### config.mk
export PLATFORM = sky130hd
export DESIGN_NAME = bse_ram
export DESIGN_NICKNAME = d
export VERILOG_FILES = /design/src/sv/bse_ram.sv
export SDC_FILE = /design/constraint.sdc
export NUM_CORES = 2
export LEC_CHECK = 0
export BUFFER_PORTS_ARGS = -buffer_cell sky130_fd_sc_hd__buf_2
export CAP_MARGIN = 20
export CORE_MARGIN = 2
export CORE_UTILIZATION = 50
export CTS_CLUSTER_DIAMETER = 60
export CTS_CLUSTER_SIZE = 40
export DETAILED_ROUTE_END_ITERATION = 7
export GPL_TIMING_DRIVEN = 0
export PLACE_DENSITY_LB_ADDON = 0.05
export SKIP_CTS_REPAIR_TIMING = 1
export SKIP_LAST_GASP = 1
export SYNTH_ARGS = -nofsm -noshare
export SYNTH_HDL_FRONTEND = slang
export SYNTH_SLANG_ARGS = --single-unit
### constraint.sdc
create_clock -name clock -period 5.9 [get_ports clock]
set_input_delay 0.295 -clock clock [delete_from_list [all_inputs] [get_ports clock]]
set_output_delay 0.295 -clock clock [all_outputs]
set_load 0.05 [all_outputs]
### src/sv/bse_ram.sv
// bse_ram: generic single write port, single read port ram with registered read
// no dependencies
module bse_ram #(
   parameter int WIDTH = 64,
   parameter int DEPTH = 64
) (
   input  logic                     clock,
   input  logic                     wr_en,
   input  logic [$clog2(DEPTH)-1:0] wr_addr,
   input  logic [WIDTH-1:0]         wr_data,
   input  logic [$clog2(DEPTH)-1:0] rd_addr,
   output logic [WIDTH-1:0]         rd_data
);

   logic [WIDTH-1:0] mem [DEPTH];
   logic [WIDTH-1:0] rd_data_ff;

   // write port and registered read port
   always_ff @(posedge clock) begin
      if (wr_en) begin
         mem[wr_addr] <= wr_data;
      end
      rd_data_ff <= mem[rd_addr];
   end

   assign rd_data = rd_data_ff;

endmodule

==> qor.log <==
INFO  finish         flow.area_growth_from_synthesis=15.0%
INFO  worst_setup_path critical_path_arrival=4.66ns
INFO  floorplan      fp.dieArea=317000um^2
INFO  global_routing initial_antenna_violation_count=39
INFO  placed_design  detailed_place_hpwl=300000um
INFO  synthesis      synth_top_cells_by_area=sky130_fd_sc_hd__edfxtp_1, sky130_fd_sc_hd__mux4_2, sky130_fd_sc_hd__mux2i_1, sky130_fd_sc_hd__dfxtp_1, sky130_fd_sc_hd__a22oi_1
INFO  clock_tree     tritoncts=built
INFO  synthesis      synth-simple-area-share=0.0124
INFO  worst_setup_path timing.critical_path.from_type=input port
INFO  worst_setup_path crit_path_max_fanout=10
INFO  synthesis      synth-async-reset-ratio=0
INFO  worst_setup_path rr_endpoint=rd_data[15]
INFO  floorplan      area_of_the_core_region=311000um^2
INFO  synthesis      synth-compound-area-share=0.0248
INFO  sta            timing_worst_slew_pin_value=1.47ns
INFO  clock_tree     clock_latency_reported_for_the_late_side_of_the_worst_skew_pair=0.95ns
INFO  detailed_routing drtPass1Iterations=5
INFO  sta            worst_hold_slack=0.0294ns
INFO  synthesis      yosys.area_share.xor_xnor=0
INFO  floorplan      fp.dieH=563um
INFO  global_routing grt_max_degree=65
INFO  clock_tree     htree_levels=5
INFO  detailed_routing post_route_ant_nets=0
INFO  synthesis      synth_top_area_share=0.787
INFO  synthesis      synth_adder_area_share=0
INFO  pwr            max_rail_drop_vdd=260uV
INFO  synthesis      largest_family_of_logic_cells_by_synthesized_area=multiplexers
INFO  floorplan      design.portCount=142
INFO  synthesis      synthesized_netlist_net_count=6676
INFO  worst_setup_path setup.worst_path.class=in -> reg
INFO  global_routing grt-ovfl-total=0
INFO  sta            fin_crit=3.90ns
INFO  clock_tree     numClockSinks=4160
INFO  pwr            total_leakage_power=0.0561uW
INFO  global_routing combined_global_route_utilization_of_all_metal_layers=0.277
INFO  sta            slew_violations=0
INFO  outcome        run_status=finished clean
INFO  sta            finalCritPeriodShare=0.661
INFO  placed_design  place.detailed.instances=11138
INFO  finish         finalNetCount=7473
INFO  sta            finalSetupViolCount=0
INFO  synthesis      yosys.area.top_type=sky130_fd_sc_hd__edfxtp_1
INFO  detailed_routing viasPerCell=6.39
INFO  sta            setup_repair_after_global_routing_missed_its_margin=false
INFO  worst_setup_path reg2reg_depth=5
INFO  worst_setup_path timing_startpoint_of_the_critical_path=rd_addr[2]
INFO  synthesis      synth_cell_types=33
INFO  synthesis      post_synthesis_cell_count=6598
INFO  detailed_routing routedWlPerCell=37.2um
INFO  worst_setup_path critical_path.reg2reg.startpoint=mem[63][15]
INFO  placed_design  gp_routability_congestion=0.824
INFO  floorplan      placement_rows=205
INFO  placed_design  portBuffers=133
INFO  sta            hold_violations=0
INFO  worst_setup_path cp-end-kind=flop
INFO  sta            timing.max_slew.rel_slack=0.0174
INFO  detailed_routing routed_wirelength=440000um
INFO  finish         drive_above_1_share=0.299
INFO  floorplan      floorplan.initialDensity=0.502
INFO  clock_tree     cts_max_path_buffers=4
INFO  clock_tree     cts.root.buffer_cell=sky130_fd_sc_hd__clkbuf_16
INFO  detailed_routing remaining_drc_errors=0
INFO  worst_setup_path worst_ep_required_time=6.66ns
INFO  worst_setup_path regToRegSetupSlack=3.07ns
INFO  clock_tree     cts_inserted_buffers=297
INFO  sta            fin_worst_skew=0.0544ns
INFO  synthesis      synth_area_per_cell=23.7um^2
INFO  clock_tree     clkTransAtPathRegs=0.09ns
INFO  finish         n_fill_cell=22613
INFO  hold_path      hold_path_class=in -> reg
INFO  floorplan      chipWidth=563um
INFO  pwr            power.density=328nW/um^2
INFO  worst_setup_path worst_setup_path_endpoint=rd_data[6]
INFO  detailed_routing dr.first_iter.drc_count=10484
INFO  sta            finalSetupTns=0ns
INFO  synthesis      synth_edf_count=4096
INFO  synthesis      synth.ff_latch_count=4160
INFO  finish         final_util=0.577
INFO  synthesis      synth.yosys.seq_area_share=0.795
INFO  finish         commonest_non_fill_non_tap_cell_in_the_layout=sky130_fd_sc_hd__edfxtp_1
INFO  synthesis      mappedNetlistArea=156000um^2
INFO  sta            max_clock_freq=0.256GHz
INFO  global_routing global_route_wire_length_before_repair=603000um
INFO  global_routing grt_pass1_vias=74873
INFO  finish         instances_no_fill=11809
INFO  detailed_routing vias=75433
INFO  synthesis      muxShareOfSynthArea=0.156
INFO  synthesis      synth_flop_cell=sky130_fd_sc_hd__edfxtp_1
INFO  finish         final_cell_mix=sky130_fd_sc_hd__edfxtp_1, sky130_fd_sc_hd__mux4_2, sky130_fd_sc_hd__clkbuf_16
INFO  job            maxCapViolCount=0
INFO  synthesis      synth.yosys.warnings=0
[through the flow]
stage	area, um^2	total power, uW	worst slack, ns
4_1_cts	178000	59200	2.11
3_3_place_gp	162000	36800	-7.39
6_report	180000	58900	2.00
5_1_grt	180000	60400	2.21
3_5_place_dp	168000	36900	1.08
2_1_floorplan	156000	35200	0.169
[state kept, by name, indices dropped and copies added, names as in the netlist]
| name | cells |
|---|---|
| rd_data | 64 |
| mem | 4096 |
[worst min-delay path by stage]
stage | startpoint | to | slack, ns | cells past startpoint
final | wr_data[6] | mem[55][6] | 0.03 | 1
after global placement | rd_data[26] | rd_data[26] | 0.76 | 1
after global routing | wr_data[6] | mem[48][6] | 0.02 | 1
after detailed placement | wr_data[62] | mem[34][62] | 0.72 | 1
after CTS | wr_data[62] | mem[34][62] | -0.30 | 1
after floorplan | wr_data[0] | mem[0][0] | 0.39 | 0
[power by group]
group          leakage, uW  switching, uW  internal, uW
Sequential          0.0374           55.9         32700
Combinational       0.0135           2420          1200
Clock              0.00514          11400         11200
[cell families (layout without fill, tap and decap cells)]
| kind of cell | after synthesis | in the layout |
|---|---|---|
| AOI/OAI and AO/OA | 504 | 504 |
| buffers and inverters | 389 | 1436 |
| DFF | 4160 | 4160 |
| muxes | 1159 | 1159 |
| other | 0 | 24 |
| and+or+nand+nor | 386 | 386 |
[Yosys cell counts, types with 20 or more instances]
cell                       number
sky130_fd_sc_hd__edfxtp_1    4096
sky130_fd_sc_hd__mux4_2      1024
sky130_fd_sc_hd__buf_2        170
sky130_fd_sc_hd__a22oi_1      168
sky130_fd_sc_hd__clkbuf_1     140
sky130_fd_sc_hd__mux2i_1      135
sky130_fd_sc_hd__nor2_1       112
sky130_fd_sc_hd__a22o_1        88
sky130_fd_sc_hd__o22ai_1       83
sky130_fd_sc_hd__and3_1        64
sky130_fd_sc_hd__dfxtp_1       64
sky130_fd_sc_hd__a211oi_1      63
sky130_fd_sc_hd__nand2_1       58
sky130_fd_sc_hd__nand3_1       45
sky130_fd_sc_hd__o221ai_1      38
sky130_fd_sc_hd__buf_4         34
sky130_fd_sc_hd__or3_1         29
sky130_fd_sc_hd__nor2b_1       28
sky130_fd_sc_hd__or2_2         28
sky130_fd_sc_hd__a41oi_1       26
sky130_fd_sc_hd__buf_1         20
[worst max-delay path: stages]
cell                       delay [ns]
sky130_fd_sc_hd__buf_2           0.28
sky130_fd_sc_hd__buf_4           0.33
sky130_fd_sc_hd__buf_2           0.52
sky130_fd_sc_hd__buf_2           0.70
sky130_fd_sc_hd__buf_4           0.39
sky130_fd_sc_hd__mux2i_1         0.15
sky130_fd_sc_hd__o22ai_1         0.71
sky130_fd_sc_hd__a31oi_1         0.36
sky130_fd_sc_hd__a211oi_1        0.84
[routing by layer]
| layer | track usage | share of wire | vias up | wire [um] |
|---|---|---|---|---|
| li1 | - | - | 30096 | - |
| met1 | 0.405 | 0.41 | 41470 | 181000 |
| met2 | 0.437 | 0.47 | 3275 | 209000 |
| met3 | 0.0454 | 0.082 | 582 | 35900 |
| met4 | 0.0803 | 0.031 | 10 | 13800 |
| met5 | 0 | 0.00013 | - | 55 |
[layout make-up]
| class | count | area, um^2 | share of cell area |
|---|---|---|---|
| flip-flops and latches | 4160 | 124000 | 0.691 |
| multi-input cells | 2049 | 30700 | 0.171 |
| clock buffers | 328 | 7830 | 0.0435 |
| repair buffers | 498 | 7020 | 0.0390 |
| well taps | 4140 | 5180 | 0.0288 |
| clock inverters | 221 | 2850 | 0.0158 |
| plain buffers | 370 | 1780 | 0.00992 |
| inverters | 19 | 71.3 | 0.000397 |
| diodes | 24 | 60.1 | 0.000334 |
Note: power is estimated with default switching activity, not from simulation.
